--- config.mk ---
export PLATFORM = sky130hd
export DESIGN_NAME = deadlock_safety_check_top_flat
export DESIGN_NICKNAME = d
export VERILOG_FILES = /design/src/hw/rtl/dsc_pkg.sv /design/src/hw/rtl/dsc_if.sv /design/src/hw/rtl/dsc_ram.sv /design/src/hw/rtl/dsc_front.sv /design/src/hw/rtl/dsc_back.sv /design/src/hw/rtl/deadlock_safety_check_top.sv /design/src/flat_wrapper.sv
export SDC_FILE = /design/constraint.sdc
export NUM_CORES = 1
export LEC_CHECK = 0
export ABC_AREA = 1
export BUFFER_PORTS_ARGS = -buffer_cell sky130_fd_sc_hd__buf_4
export CAP_MARGIN = 10
export CORE_MARGIN = 10
export CORE_UTILIZATION = 30
export DETAILED_ROUTE_END_ITERATION = 6
export PLACE_DENSITY = 0.51
export SYNTH_ARGS = -nofsm -noshare
export SYNTH_HDL_FRONTEND = slang
export SYNTH_SLANG_ARGS = --single-unit
--- constraint.sdc ---
create_clock -name clk -period 5.2 [get_ports clk]
set_clock_uncertainty 0.05 [all_clocks]
set_input_delay 1.04 -clock clk [delete_from_list [all_inputs] [get_ports clk]]
set_output_delay 1.04 -clock clk [all_outputs]
set_load 0.01 [all_outputs]
--- src/hw/rtl/dsc_pkg.sv ---
package dsc_pkg;

  // Input item kinds, as coded on the kind field.
  typedef enum logic [1:0] {
    KIND_HELD  = 2'd0,
    KIND_CLAIM = 2'd1,
    KIND_FREE  = 2'd2,
    KIND_EVAL  = 2'd3
  } kind_t;

  // A classified item as it waits in the queue between front and back.
  typedef struct packed {
    kind_t      kind;
    logic       in_range;
    logic [2:0] process_slot;
    logic [1:0] resource_slot;
    logic [7:0] amount;
  } cmd_t;

endpackage

--- src/hw/rtl/dsc_if.sv ---
interface dsc_in_if;
  logic       valid;
  logic       ready;
  logic [1:0] kind;
  logic [2:0] process_slot;
  logic [1:0] resource_slot;
  logic [7:0] amount;

  modport source (output valid, kind, process_slot, resource_slot, amount, input ready);
  modport sink   (input valid, kind, process_slot, resource_slot, amount, output ready);
endinterface

interface dsc_out_if;
  logic       valid;
  logic       ready;
  logic [2:0] result_process;
  logic       blocked;
  logic       deadlocked;
  logic       last;

  modport source (output valid, result_process, blocked, deadlocked, last, input ready);
  modport sink   (input valid, result_process, blocked, deadlocked, last, output ready);
endinterface

--- src/hw/rtl/dsc_ram.sv ---
module dsc_ram #(
  parameter int WIDTH = 8,
  parameter int DEPTH = 32
) (
  input  logic                                   clk,
  input  logic                                   we,
  input  logic [((DEPTH > 1) ? $clog2(DEPTH) : 1)-1:0] waddr,
  input  logic [WIDTH-1:0]                       wdata,
  input  logic [((DEPTH > 1) ? $clog2(DEPTH) : 1)-1:0] raddr,
  output logic [WIDTH-1:0]                       rdata
);

  logic [WIDTH-1:0] mem [DEPTH];

  always_ff @(posedge clk) begin
    if (we) begin
      mem[waddr] <= wdata;
    end
    rdata <= mem[raddr];
  end

endmodule

--- src/hw/rtl/dsc_front.sv ---
module dsc_front import dsc_pkg::*; #(
  parameter int PROCESS_COUNT  = 8,
  parameter int RESOURCE_COUNT = 4
) (
  input  logic     clk,
  input  logic     rst,
  input  logic     accepting,
  dsc_in_if.sink   items,
  output logic     cmd_valid,
  output cmd_t     cmd,
  input  logic     cmd_take
);

  cmd_t       incoming;
  logic       proc_ok;
  logic       res_ok;
  cmd_t       slots [2];
  logic       wr_ptr;
  logic       rd_ptr;
  logic [1:0] count;
  logic       push;
  logic       pop;

  // Classify the beat: decide whether the addressed entry exists.
  always_comb begin
    proc_ok = int'(items.process_slot) < PROCESS_COUNT;
    res_ok  = int'(items.resource_slot) < RESOURCE_COUNT;
    incoming.kind          = kind_t'(items.kind);
    incoming.process_slot  = items.process_slot;
    incoming.resource_slot = items.resource_slot;
    incoming.amount        = items.amount;
    case (kind_t'(items.kind))
      KIND_HELD, KIND_CLAIM: incoming.in_range = proc_ok && res_ok;
      KIND_FREE:             incoming.in_range = res_ok;
      default:               incoming.in_range = 1'b1;
    endcase
  end

  assign items.ready = accepting && (count != 2'd2);
  assign push        = items.valid && items.ready;
  assign pop         = cmd_take && cmd_valid;
  assign cmd_valid   = count != 2'd0;
  assign cmd         = slots[rd_ptr];

  always_ff @(posedge clk) begin
    if (rst) begin
      wr_ptr <= 1'b0;
      rd_ptr <= 1'b0;
      count  <= 2'd0;
    end else begin
      if (push) begin
        slots[wr_ptr] <= incoming;
        wr_ptr        <= ~wr_ptr;
      end
      if (pop) begin
        rd_ptr <= ~rd_ptr;
      end
      count <= count + 2'(push) - 2'(pop);
    end
  end

endmodule

--- src/hw/rtl/dsc_back.sv ---
module dsc_back import dsc_pkg::*; #(
  parameter int PROCESS_COUNT  = 8,
  parameter int RESOURCE_COUNT = 4,
  parameter int AMOUNT_BITS    = 8
) (
  input  logic      clk,
  input  logic      rst,
  input  logic      cmd_valid,
  input  cmd_t      cmd,
  output logic      cmd_take,
  output logic      accepting,
  dsc_out_if.source results
);

  localparam int PB    = (PROCESS_COUNT > 1) ? $clog2(PROCESS_COUNT) : 1;
  localparam int RB    = (RESOURCE_COUNT > 1) ? $clog2(RESOURCE_COUNT) : 1;
  localparam int AW    = PB + RB;
  localparam int DEPTH = 1 << AW;
  localparam int WB    = AMOUNT_BITS + $clog2(PROCESS_COUNT + 1);

  typedef enum logic [5:0] {
    ST_CLEAR = 6'b000001,
    ST_IDLE  = 6'b000010,
    ST_SCAN  = 6'b000100,
    ST_READ  = 6'b001000,
    ST_LAST  = 6'b010000,
    ST_GRANT = 6'b100000
  } state_t;

  // While idle, the back end either takes commands or emits the results of
  // the evaluation that just finished.
  typedef enum logic [1:0] {
    PH_WORK = 2'b01,
    PH_EMIT = 2'b10
  } phase_t;

  state_t                 state;
  phase_t                 phase;
  logic [AW-1:0]          clr_addr;
  logic [PB-1:0]          p;
  logic [RB-1:0]          r;
  logic                   rd_valid;
  logic [RB-1:0]          rd_r;
  logic                   fits;
  logic                   granted;
  logic [AMOUNT_BITS-1:0] free_vec [RESOURCE_COUNT];
  logic [AMOUNT_BITS-1:0] row_buf  [RESOURCE_COUNT];
  logic [WB-1:0]          work     [RESOURCE_COUNT];
  logic [PROCESS_COUNT-1:0] done;

  logic                   out_valid;
  logic [2:0]             out_process;
  logic                   out_blocked;
  logic                   out_dead;
  logic                   out_last;

  logic                   clearing;
  logic                   held_we;
  logic                   claim_we;
  logic [AW-1:0]          waddr;
  logic [AW-1:0]          raddr;
  logic [AMOUNT_BITS-1:0] wdata;
  logic [AMOUNT_BITS-1:0] held_rdata;
  logic [AMOUNT_BITS-1:0] claim_rdata;
  logic [WB:0]            limit;
  logic                   over;
  logic                   last_r;
  logic                   last_p;
  logic                   emitting;
  logic                   emit_load;
  logic                   pass_grant;
  logic                   advance;

  assign clearing  = state == ST_CLEAR;
  assign accepting = !clearing;
  assign emitting  = (state == ST_IDLE) && (phase == PH_EMIT);
  assign cmd_take  = (state == ST_IDLE) && (phase == PH_WORK) && cmd_valid;

  assign held_we  = clearing || (cmd_take && cmd.kind == KIND_HELD && cmd.in_range);
  assign claim_we = clearing || (cmd_take && cmd.kind == KIND_CLAIM && cmd.in_range);
  assign waddr    = clearing ? clr_addr
                             : {PB'(cmd.process_slot), RB'(cmd.resource_slot)};
  assign wdata    = clearing ? '0 : AMOUNT_BITS'(cmd.amount);
  assign raddr    = {p, r};

  dsc_ram #(.WIDTH(AMOUNT_BITS), .DEPTH(DEPTH)) u_held (
    .clk   (clk),
    .we    (held_we),
    .waddr (waddr),
    .wdata (wdata),
    .raddr (raddr),
    .rdata (held_rdata)
  );

  dsc_ram #(.WIDTH(AMOUNT_BITS), .DEPTH(DEPTH)) u_claim (
    .clk   (clk),
    .we    (claim_we),
    .waddr (waddr),
    .wdata (wdata),
    .raddr (raddr),
    .rdata (claim_rdata)
  );

  // Need exceeds work exactly when claim > held + work; a claim below the
  // allocation can never pass that test.
  assign limit = (WB+1)'(work[rd_r]) + (WB+1)'(held_rdata);
  assign over  = (WB+1)'(claim_rdata) > limit;

  assign last_r     = r == RB'(RESOURCE_COUNT - 1);
  assign last_p     = p == PB'(PROCESS_COUNT - 1);
  assign emit_load  = emitting && (!out_valid || results.ready);
  assign pass_grant = granted || ((state == ST_GRANT) && fits);
  assign advance    = ((state == ST_SCAN) && done[p]) || (state == ST_GRANT);

  always_ff @(posedge clk) begin
    if (rst) begin
      state     <= ST_CLEAR;
      phase     <= PH_WORK;
      clr_addr  <= '0;
      p         <= '0;
      r         <= '0;
      rd_valid  <= 1'b0;
      fits      <= 1'b1;
      granted   <= 1'b0;
      done      <= '0;
      out_valid <= 1'b0;
      for (int i = 0; i < RESOURCE_COUNT; i++) begin
        free_vec[i] <= '0;
      end
    end else begin
      rd_valid <= state == ST_READ;
      rd_r     <= r;
      if (rd_valid) begin
        row_buf[rd_r] <= held_rdata;
        if (over) begin
          fits <= 1'b0;
        end
      end
      if (out_valid && results.ready && !emit_load) begin
        out_valid <= 1'b0;
      end

      case (state)
        ST_CLEAR: begin
          clr_addr <= clr_addr + 1'b1;
          if (clr_addr == AW'(DEPTH - 1)) begin
            state <= ST_IDLE;
          end
        end
        ST_IDLE: begin
          if (emit_load) begin
            out_valid   <= 1'b1;
            out_process <= 3'(p);
            out_blocked <= !done[p];
            out_dead    <= !(&done);
            out_last    <= last_p;
            if (last_p) begin
              phase <= PH_WORK;
              p     <= '0;
            end else begin
              p <= p + 1'b1;
            end
          end else if (cmd_take) begin
            if (cmd.kind == KIND_FREE && cmd.in_range) begin
              free_vec[RB'(cmd.resource_slot)] <= AMOUNT_BITS'(cmd.amount);
            end
            if (cmd.kind == KIND_EVAL) begin
              for (int i = 0; i < RESOURCE_COUNT; i++) begin
                work[i] <= WB'(free_vec[i]);
              end
              done    <= '0;
              p       <= '0;
              granted <= 1'b0;
              state   <= ST_SCAN;
            end
          end
        end
        ST_SCAN: begin
          if (!done[p]) begin
            r     <= '0;
            fits  <= 1'b1;
            state <= ST_READ;
          end
        end
        ST_READ: begin
          r <= r + 1'b1;
          if (last_r) begin
            state <= ST_LAST;
          end
        end
        ST_LAST: begin
          state <= ST_GRANT;
        end
        ST_GRANT: begin
          if (fits) begin
            for (int i = 0; i < RESOURCE_COUNT; i++) begin
              work[i] <= work[i] + WB'(row_buf[i]);
            end
            done[p] <= 1'b1;
          end
        end
        default: begin
          state <= ST_IDLE;
        end
      endcase

      // Step to the next process; at the end of a pass either start another
      // pass or, when nothing was granted, hand over to result emission.
      if (advance) begin
        if (last_p) begin
          p       <= '0;
          granted <= 1'b0;
          if (pass_grant) begin
            state <= ST_SCAN;
          end else begin
            state <= ST_IDLE;
            phase <= PH_EMIT;
          end
        end else begin
          p       <= p + 1'b1;
          granted <= pass_grant;
          state   <= ST_SCAN;
        end
      end
    end
  end

  assign results.valid          = out_valid;
  assign results.result_process = out_process;
  assign results.blocked        = out_blocked;
  assign results.deadlocked     = out_dead;
  assign results.last           = out_last;

  a_grant_marks: assert property (@(posedge clk) disable iff (rst)
    (state == ST_GRANT && fits) |=> done[$past(p)])
    else $error("granted process not marked done");

  a_tables_frozen: assert property (@(posedge clk) disable iff (rst)
    (state == ST_SCAN || state == ST_READ || state == ST_LAST || state == ST_GRANT ||
     emitting) |-> !(held_we || claim_we))
    else $error("table written during evaluation");

  a_last_ends: assert property (@(posedge clk) disable iff (rst)
    (emit_load && last_p) |=> (phase == PH_WORK && results.valid && results.last))
    else $error("final result did not close the evaluation");

endmodule

--- src/hw/rtl/deadlock_safety_check_top.sv ---
// Channel   Port     Direction  Beat contents
// -------   -------  ---------  ---------------------------------------------
// input     items    sink       kind, process_slot, resource_slot, amount
// output    results  source     result_process, blocked, deadlocked, last
//
// A load beat (allocation, claim or available write) is taken once per cycle
// while the two-entry queue has room; the back end retires it when idle.
// For an evaluate beat, each pass visits every process; for each unfinished
// one it reads the table row and tries a grant. Passes repeat until one
// grants nothing, so there are at most PROCESS_COUNT + 1 passes. The table
// memory port reads one entry per cycle. Then PROCESS_COUNT result beats
// follow, one per cycle when results is ready.
// After reset a clearing pass zeroes all PB2 * RB2 entries of both tables,
// where PB2 and RB2 are PROCESS_COUNT and RESOURCE_COUNT rounded up to powers
// of two (32 entries at the defaults); items.ready stays low until it is done.
// A stall on results holds result emission and, with it, new commands; the
// queue keeps items flowing in until it fills.
module deadlock_safety_check_top import dsc_pkg::*; #(
  parameter int PROCESS_COUNT  = 8,
  parameter int RESOURCE_COUNT = 4,
  parameter int AMOUNT_BITS    = 8
) (
  input  logic      clk,
  input  logic      rst,
  dsc_in_if.sink    items,
  dsc_out_if.source results
);

  // Classified items waiting between the front and back ends.
  logic cmd_valid;
  cmd_t cmd;
  logic cmd_take;
  logic accepting;

  // Front end: decodes each beat, checks its slots and queues it.
  dsc_front #(
    .PROCESS_COUNT  (PROCESS_COUNT),
    .RESOURCE_COUNT (RESOURCE_COUNT)
  ) u_front (
    .clk       (clk),
    .rst       (rst),
    .accepting (accepting),
    .items     (items),
    .cmd_valid (cmd_valid),
    .cmd       (cmd),
    .cmd_take  (cmd_take)
  );

  // Back end: owns the tables, runs the safety passes and drives results.
  dsc_back #(
    .PROCESS_COUNT  (PROCESS_COUNT),
    .RESOURCE_COUNT (RESOURCE_COUNT),
    .AMOUNT_BITS    (AMOUNT_BITS)
  ) u_back (
    .clk       (clk),
    .rst       (rst),
    .cmd_valid (cmd_valid),
    .cmd       (cmd),
    .cmd_take  (cmd_take),
    .accepting (accepting),
    .results   (results)
  );

  // No beat may enter while the tables are still being cleared.
  a_no_accept_clearing: assert property (@(posedge clk) disable iff (rst)
    !accepting |-> !items.ready)
    else $error("item accepted during table clear");

endmodule

--- src/flat_wrapper.sv ---
// flat-port wrapper written by rule: the top's interface ports become plain ports
module deadlock_safety_check_top_flat import dsc_pkg::*;
#(
  parameter int PROCESS_COUNT  = 8,
  parameter int RESOURCE_COUNT = 4,
  parameter int AMOUNT_BITS    = 8
)
  (clk, rst, items_valid, items_kind, items_process_slot, items_resource_slot, items_amount, items_ready, results_valid, results_result_process, results_blocked, results_deadlocked, results_last, results_ready);
  dsc_in_if items_i ();
  dsc_out_if results_i ();
  input  logic clk;
  input  logic rst;
  input wire logic [$bits(items_i.valid)-1:0] items_valid;
  input wire logic [$bits(items_i.kind)-1:0] items_kind;
  input wire logic [$bits(items_i.process_slot)-1:0] items_process_slot;
  input wire logic [$bits(items_i.resource_slot)-1:0] items_resource_slot;
  input wire logic [$bits(items_i.amount)-1:0] items_amount;
  output wire logic [$bits(items_i.ready)-1:0] items_ready;
  output wire logic [$bits(results_i.valid)-1:0] results_valid;
  output wire logic [$bits(results_i.result_process)-1:0] results_result_process;
  output wire logic [$bits(results_i.blocked)-1:0] results_blocked;
  output wire logic [$bits(results_i.deadlocked)-1:0] results_deadlocked;
  output wire logic [$bits(results_i.last)-1:0] results_last;
  input wire logic [$bits(results_i.ready)-1:0] results_ready;
  assign items_i.valid = items_valid;
  assign items_i.kind = items_kind;
  assign items_i.process_slot = items_process_slot;
  assign items_i.resource_slot = items_resource_slot;
  assign items_i.amount = items_amount;
  assign items_ready = items_i.ready;
  assign results_valid = results_i.valid;
  assign results_result_process = results_i.result_process;
  assign results_blocked = results_i.blocked;
  assign results_deadlocked = results_i.deadlocked;
  assign results_last = results_i.last;
  assign results_i.ready = results_ready;
  deadlock_safety_check_top #(.PROCESS_COUNT(PROCESS_COUNT), .RESOURCE_COUNT(RESOURCE_COUNT), .AMOUNT_BITS(AMOUNT_BITS)) u_core (.clk(clk), .rst(rst), .items(items_i), .results(results_i));
endmodule
==> metrics.log, run 1 <==
[metrics] wire length per cell: 20.5 um
[metrics] count of buffers added by post-CTS timing repair for setup: 0
[metrics] via count of the routed design: between 20,000 and 25,000
[metrics] die width: ~340 um
[metrics] cell at the root of the clock tree: clkbuf_16
[metrics] first-pass GRT wire length: 124,000 um
[metrics] maximum count of clock buffers along a single path: 3
[metrics] number of remaining DRC errors: 0
[metrics] number of max-cap violations: 0
[metrics] worst hold stages: 2
[metrics] area of the die: between 0.1 and 0.15 mm^2
[metrics] standard cell with the maximum stage delay on the critical path: dfxtp_1
[metrics] num rows: 116
[metrics] final design utilization: roughly a third
[metrics] Top cell by count, worst path: nand2_1
[metrics] TritonCTS clock tree: yes
[metrics] final-layout setup total negative slack: 0 ns
[metrics] fraction of layout instances using a drive strength above 1: 9.81%
[metrics] ranking of synthesized cells by instance count: edfxtp_1, nor2_1, nand2_1
[metrics] critical path type: reg -> reg
[metrics] Area Growth Syn to Fin: 14.7%
[metrics] total power per unit cell area: between 300 and 400 mW/mm^2
[metrics] Max FO, Critical Path: 26
[metrics] GRT Residual Overflow: 0
[metrics] Cell Area, Placed: 0.0323 mm^2
[metrics] num ports: 27
[metrics] Post-Syn Area per Cell: 11.7 um^2
[metrics] Arrival @ worst endpoint: between 4 and 5 ns
[metrics] capture point of the worst path: u_core.u_back.fits$_SDFF_PP1_
[metrics] cts-stage hold buffer count: 0
[metrics] number of buffer cells added on primary ports: 26
[metrics] YS warnings: 0
[metrics] Crit. End Element: flip-flop
[metrics] RSZ-0062 raised after global routing: no
[metrics] max-slew headroom at the worst pin: between 10% and 20%
[metrics] largest net degree at the start of global routing: 134
[metrics] minimum clock period after layout: 4.08 ns
[metrics] cells taking the most area after synthesis: edfxtp_1, nor2_1, nand2_1
[metrics] Hold Worst Slack: ~0.42 ns
[metrics] via count of the first global-routing pass: 19,792
[metrics] number of max-slew violations in the final report: 0
[metrics] Final Cell Area: approximately 0.035 mm^2
[metrics] element type at the critical path start: flip-flop
[metrics] placer's final routability congestion estimate: about 0.9
[metrics] clock latency at the later pin of the worst-skew pair: between 0.6 and 0.7 ns
[metrics] number of resized instances in the post-cts repair step: 0
[metrics] required time of the worst setup path: approximately 5.7 ns
[metrics] Mapped Area: 0.0304 mm^2
[metrics] nets: around 2,700
[metrics] Starting Density: 30.3%
[metrics] Hold Fails Final Rpt: 0
[metrics] R2R depth: 22
[metrics] end of the worst register-to-register path: u_core.u_back.fits$_SDFF_PP1_
[metrics] highest cell delay on the worst timing path: 0.82 ns
[metrics] number of H-tree levels: 3
[metrics] Max VDD drop: ~0.00024 V
[metrics] peak clock frequency supported by timing: 245 MHz
[metrics] cell with the most instances after synthesis: edfxtp_1
[metrics] number of nets in the synthesized netlist: 2,672
[metrics] asr flop ratio synth: 0%
[metrics] placeable core region: 0.100 mm^2
[metrics] count of mapped cells out of synthesis: ~2,600
[metrics] final cycle utilization of the critical path: 78.5%
[metrics] number of design-rule violations left by the first detailed-router iteration: 2,023
[metrics] aggregate global-route resource usage: 14.0%
[metrics] cts bufs inserted: 80
[metrics] number of sinks driven by the clock tree: approximately 720
[metrics] static leakage power: about 0.012 uW
[metrics] ordered cell list for the critical path: inv_1 -> o21ai_0 -> o22ai_1 -> ha_1 -> inv_1 -> fa_1 -> inv_1 -> nand2_1 -> nand2_1 -> nand2_1 -> nor2_1 -> nor2_1 -> xor2_1 -> ha_1 -> nand2_1 -> nor2_1 -> a21boi_0 -> nand3_1 -> nor2_1 -> nand2_1 -> o21bai_1 -> nand2_1
[metrics] run status: complete, no violations
[metrics] clock input transition at the sequential cells of the worst setup and hold paths: 0.06 ns
[metrics] Hold Path Class: reg -> reg
[metrics] ANT nets after route: 0
[metrics] Post-synth top flop: edfxtp_1
[metrics] largest area contributor in the netlist: edfxtp_1
[metrics] Post-synth EDFFs: 662
[metrics] worst-margin pin slew: roughly 1.2 ns
[metrics] Avg Vias per Cell: between 4 and 5
[metrics] setup violators final: 0
[metrics] synthesis-stage register bit count: 715
[metrics] overall die height: 338 um
[metrics] total iterations of the first detailed-routing run: 5
[metrics] antenna violations before repair: 3
[metrics] HPWL after DPL: around 53,000 um
[metrics] total wire length: 83,200 um
[metrics] number of different library cells in the post-synthesis netlist: 48
[metrics] proportion of netlist area held by the largest area contributor: approximately 65%
[metrics] share of synthesized area occupied by flip-flops and latches: 69.0%
[metrics] Register-to-Register Setup Slack: 1.12 ns
[stage by stage]
stage	total power, uW	instances	setup WS (ns)
floorplan	7420	2593	0.835
global route	13800	4057	0.574
CTS	13400	4056	1.13
detailed placement	7980	3913	1.15
finish	13300	4059	1.12
global placement	7990	3913	1.34
[worst max-delay path: cells and delay by family, from the launching register on]
family / cells / cell delay [ns]
DFF: 1 / 0.82
AOI/OAI and AO/OA: 4 / 0.79
and+or+nand+nor: 11 / 0.79
adders and majority gates: 3 / 0.69
buffers and inverters: 3 / 0.65
xor gates and xnor gates: 1 / 0.17
[layout by cell type (no fill, tap or decap), drive strengths merged, types with 2 or more instances in the layout]
cell	instances
buf	94
o211ai	5
a21oi	60
or2	31
o21bai	4
clkinvlp	6
nor2	483
mux2i	7
o32ai	128
nor3	93
diode	2
nand2	372
bufinv	4
ha	55
edfxtp	662
nand3b	3
clkinv	41
xor2	22
xnor2	8
a31oi	8
clkbuf	103
o22ai	8
fa	5
nand3	58
a211oi	3
dfxtp	53
inv	134
nand4	38
o21ai	203
o31ai	2
nor4	3
[area by class of cell]
type / instances / area, um^2
multi-input combinational: 1603 / 8370
inverter: 145 / 559
clock buffer: 103 / 2160
fill: 9871 / 65500
antenna: 2 / 5.00
sequential: 715 / 20900
clock inverter: 40 / 363
tap: 1357 / 1700
timing repair buffer: 94 / 728
[metal layers]
| layer | global-route usage [%] | up-vias | share of wire [%] |
|---|---|---|---|
| met5 | 0 | - | 0.016 |
| met4 | 4.96 | 2 | 3.0 |
| met3 | 2.87 | 154 | 6.9 |
| met2 | 22.4 | 649 | 46 |
| met1 | 18.6 | 9916 | 44 |
| li1 | - | 9406 | - |
[state kept, by name (all words and copies together) (netlist names), 3 cells and up, named ones only]
name                                  cells
u_core.u_back.row_buf                    32
u_core.u_back.u_claim.mem               256
u_core.u_back.u_held.mem                256
u_core.u_back.free_vec                   32
u_core.u_back.work                       48
u_core.u_front.slots                     30
u_core.u_back.state                       6
u_core.u_back.u_held.rdata                8
u_core.u_back.done                        8
u_core.u_back.results.result_process      3
u_core.u_back.p                           3
u_core.u_back.clr_addr                    5
u_core.u_back.u_claim.rdata               8
[cell families (layout without fill, tap and decap cells)]
| kind of cell | Yosys count | in the layout | share of synthesized area [%] |
|---|---|---|---|
| adder cells (fa/ha/maj) | 60 | 60 | 2.60 |
| flip-flops | 715 | 715 | 69.0 |
| multiplexers | 7 | 7 | 0.231 |
| XOR/XNOR | 30 | 30 | 0.865 |
| other | 0 | 2 | 0 |
| AO/OA/AOI/OAI | 424 | 424 | 8.81 |
| AND/OR/NAND/NOR | 1082 | 1082 | 14.9 |
| buffers and inverters | 275 | 382 | 3.61 |
[how the worst min path moves through the flow]
| stage | from | end | slack, ns |
|---|---|---|---|
| floorplan | u_core.u_back.p[1]$_SDFFE_PP0P_ | u_core.u_back.results.result_process[1]$_DFFE_PP_ | 0.38 |
| CTS | u_core.u_front.wr_ptr$_SDFFE_PP0P_ | u_core.u_front.wr_ptr$_SDFFE_PP0P_ | 0.42 |
| global placement | u_core.u_front.wr_ptr$_SDFFE_PP0P_ | u_core.u_front.wr_ptr$_SDFFE_PP0P_ | 0.40 |
| global route | u_core.u_back.done[2]$_SDFFE_PP0P_ | u_core.u_back.done[2]$_SDFFE_PP0P_ | 0.46 |
| detailed placement | u_core.u_front.wr_ptr$_SDFFE_PP0P_ | u_core.u_front.wr_ptr$_SDFFE_PP0P_ | 0.41 |
| finish | u_core.u_front.wr_ptr$_SDFFE_PP0P_ | u_core.u_front.wr_ptr$_SDFFE_PP0P_ | 0.42 |
[power breakdown]
group | leakage [uW] | internal, uW | total, uW | switching (uW)
clock | 0.00122 | 3140 | 5440 | 2300
combinational | 0.00435 | 265 | 1100 | 832
sequential | 0.00657 | 6640 | 6760 | 113
total | 0.0121 | 10000 | 13300 | 3250
No activity file was read; power rests on OpenSTA's default activity.
==> run 2: changes to the inputs <==
- clock period: 5.2 -> 4.16 ns (I/O delays scaled with it)
==> run 2 against run 1 <==
Compared with the run above: the run now ends with design-rule violations left; final area is 1.6% higher; sequential power is 25% higher; worst hold slack worse by 0.10 ns; die area stayed put; sequential share of layout area is 0.97 points lower; core utilization is 0.57 points higher; clock power is 31% higher; fmax is 16% higher; critical path type unchanged.
==> metrics.log, run 2 (synthesized netlist as in run 1, its figures left out) <==
[metrics] Hold Path Class: in -> reg
[metrics] total power per unit cell area: 479 mW/mm^2
[metrics] TritonCTS clock tree: yes
[metrics] peak clock frequency supported by timing: 285 MHz
[metrics] area occupied by multi-input gates: 0.00837 mm^2
[metrics] cts-stage hold buffer count: 0
[metrics] HPWL after DPL: approximately 51,000 um
[metrics] minimum clock period after layout: 3.51 ns
[metrics] area of the die: 0.114 mm^2
[metrics] cell at the root of the clock tree: clkbuf_16
[metrics] Starting Density: 30.3%
[metrics] number of sinks driven by the clock tree: between 700 and 800
[metrics] element type at the critical path start: flip-flop
[metrics] wire length per cell: 19.5 um
[metrics] via count of the first global-routing pass: 19,744
[metrics] Cell Area, Placed: 0.0327 mm^2
[metrics] top library cells by usage in the layout, fill and taps aside: edfxtp_1, nor2_1, nand2_1, o21ai_0, buf_4
[metrics] cts bufs inserted: 81
[metrics] Crit. End Element: flip-flop
[metrics] placeable core region: 0.100 mm^2
[metrics] Highest Signal Layer: met4
[metrics] registers with the most flip-flops: u_core.u_back.u_claim.mem (256), u_core.u_back.u_held.mem (256), u_core.u_back.work (48)
[metrics] count of buffers added by post-CTS timing repair for setup: 0
[metrics] clock input transition at the sequential cells of the worst setup and hold paths: 0.06 ns
[metrics] die width: 338 um
[metrics] antenna violations before repair: 3
[metrics] fraction of layout instances using a drive strength above 1: 11.5%
[metrics] num ports: 27
[metrics] Arrival @ worst endpoint: 3.99 ns
[metrics] R2R depth: 22
[metrics] worst-margin pin slew: 1.00 ns
[metrics] total wire length: 80,100 um
[metrics] largest net degree at the start of global routing: 138
[metrics] failing checks: design-rule violations
[metrics] nets: about 2,800
[metrics] Avg Vias per Cell: 4.89
[metrics] number of remaining DRC errors: 1
[metrics] overall die height: 338 um
[metrics] final cycle utilization of the critical path: 84.4%
[metrics] capture point of the worst path: u_core.u_back.fits$_SDFF_PP1_
[metrics] required time of the worst setup path: around 4.6 ns
[metrics] Max VDD drop: 0.000253 V
[metrics] aggregate global-route resource usage: a little over an eighth
[metrics] max-slew headroom at the worst pin: 33.3%
[metrics] ANT nets after route: 0
[metrics] total iterations of the first detailed-routing run: 7
[metrics] met1 layer wirelength in the final routing: approximately 36,000 um
[metrics] placer's final routability congestion estimate: 0.866
[metrics] most common cell after layout, fill and taps aside: edfxtp_1
[metrics] final-layout setup total negative slack: 0 ns
[metrics] number of design-rule violations left by the first detailed-router iteration: ~1,900
[metrics] Register-to-Register Setup Slack: 0.65 ns
[metrics] Max FO, Critical Path: 23
[metrics] routed wire length on met2: 37,700 um
[metrics] number of H-tree levels: 3
[metrics] maximum count of clock buffers along a single path: 3
[metrics] # fillers: 9,764
[metrics] end of the worst register-to-register path: u_core.u_back.fits$_SDFF_PP1_
[metrics] setup violators final: 0
[metrics] number of max-slew violations in the final report: 0
[metrics] clock latency at the later pin of the worst-skew pair: between 0.6 and 0.7 ns
[metrics] static leakage power: around 0.013 uW
[metrics] RSZ-0062 raised after global routing: no
[metrics] number of buffer cells added on primary ports: 26
[metrics] GRT Residual Overflow: 0
[metrics] number of resized instances in the post-cts repair step: 0
[metrics] number of max-cap violations: 0
[metrics] run status: finished, violations left
[metrics] critical path type: reg -> reg
[metrics] Final Cell Area: 0.0354 mm^2
[metrics] num rows: roughly 120
[metrics] Hold Fails Final Rpt: 0
[metrics] first-pass GRT wire length: between 100,000 and 150,000 um
[metrics] via count of the routed design: 20,128
[metrics] area taken by flip-flops and latches: 0.0209 mm^2
[metrics] total length of routed met3 wires: 4700 um
[metrics] Area Growth Syn to Fin: 16.6%
-- run 2: cell types whose count changed in the layout (fill, tap and decap cells not counted), moves of 2 or more --
cell        previous run  this run
inv_2                  2        10
bufinv_16              4         8
buf_12                 2         7
clkinv_2              21        13
buf_4                 91       137
clkinvlp_4             6         1
inv_16                 0         2
clkbuf_1              17        20
-- run 2: worst min path at each step --
stage	endpoint	cells past startpoint	startpoint	slack, ns
6_report	u_core.u_front.slots[0][6]$_DFFE_PP_	1	items_amount[6]	0.32
4_1_cts	u_core.u_front.slots[0][6]$_DFFE_PP_	1	items_amount[6]	0.29
5_1_grt	u_core.u_front.slots[1][2]$_DFFE_PP_	1	items_amount[2]	0.30
2_1_floorplan	u_core.u_back.results.result_process[1]$_DFFE_PP_	0	u_core.u_back.p[1]$_SDFFE_PP0P_	0.38
3_5_place_dp	u_core.u_front.wr_ptr$_SDFFE_PP0P_	2	u_core.u_front.wr_ptr$_SDFFE_PP0P_	0.41
3_3_place_gp	u_core.u_front.wr_ptr$_SDFFE_PP0P_	2	u_core.u_front.wr_ptr$_SDFFE_PP0P_	0.40
-- run 2: routing by layer --
metal	GRT usage, %	up-vias
li1	-	9515
met1	18.0	9872
met2	22.2	607
met3	2.12	134
met4	4.47	0
met5	0	-
-- run 2: critical path, stage by stage (launching register included) --
cell	delay, ns
dfxtp_1	0.31
inv_1	0.41
o21ai_0	0.16
o22ai_1	0.16
ha_1	0.19
inv_1	0.06
fa_1	0.42
inv_1	0.07
nand2_1	0.04
nand2_1	0.09
nand2_1	0.09
nor2_1	0.09
nor2_1	0.05
xor2_1	0.14
ha_1	0.31
nand2_1	0.07
nor2_1	0.05
a21boi_0	0.21
nand3_1	0.11
nor2_1	0.10
nand2_1	0.06
o21bai_1	0.12
nand2_1	0.06
-- run 2: layout make-up --
| cell class | instances | area share [%] |
|---|---|---|
| sequential | 715 | 59.2 |
| multi-input combinational | 1603 | 23.6 |
| clock buffer | 105 | 6.09 |
| tap | 1357 | 4.80 |
| timing repair buffer | 144 | 3.30 |
| inverter | 145 | 1.55 |
| clock inverter | 44 | 1.43 |
| antenna | 1 | 0.00707 |
-- run 2: where the power goes --
part | total (uW) | internal (uW) | switching (uW)
clock network | 7150 | 4190 | 2950
logic | 1370 | 375 | 999
registers | 8430 | 8300 | 134
total | 17000 | 12900 | 4090
-- run 2: stage by stage --
step | util, % | hold slack [ns] | instances | total power [uW] | worst slack [ns]
3_5_place_dp | 32.6 | 0.408 | 3964 | 9970 | 0.680
6_report | 35.3 | 0.322 | 4114 | 17000 | 0.648
2_1_floorplan | - | 0.379 | 2593 | 9270 | 0.00345
3_3_place_gp | 32.6 | 0.403 | 3964 | 9950 | 0.737
4_1_cts | 35.3 | 0.288 | 4113 | 17100 | 0.666
5_1_grt | 35.3 | 0.304 | 4113 | 17600 | 0.204
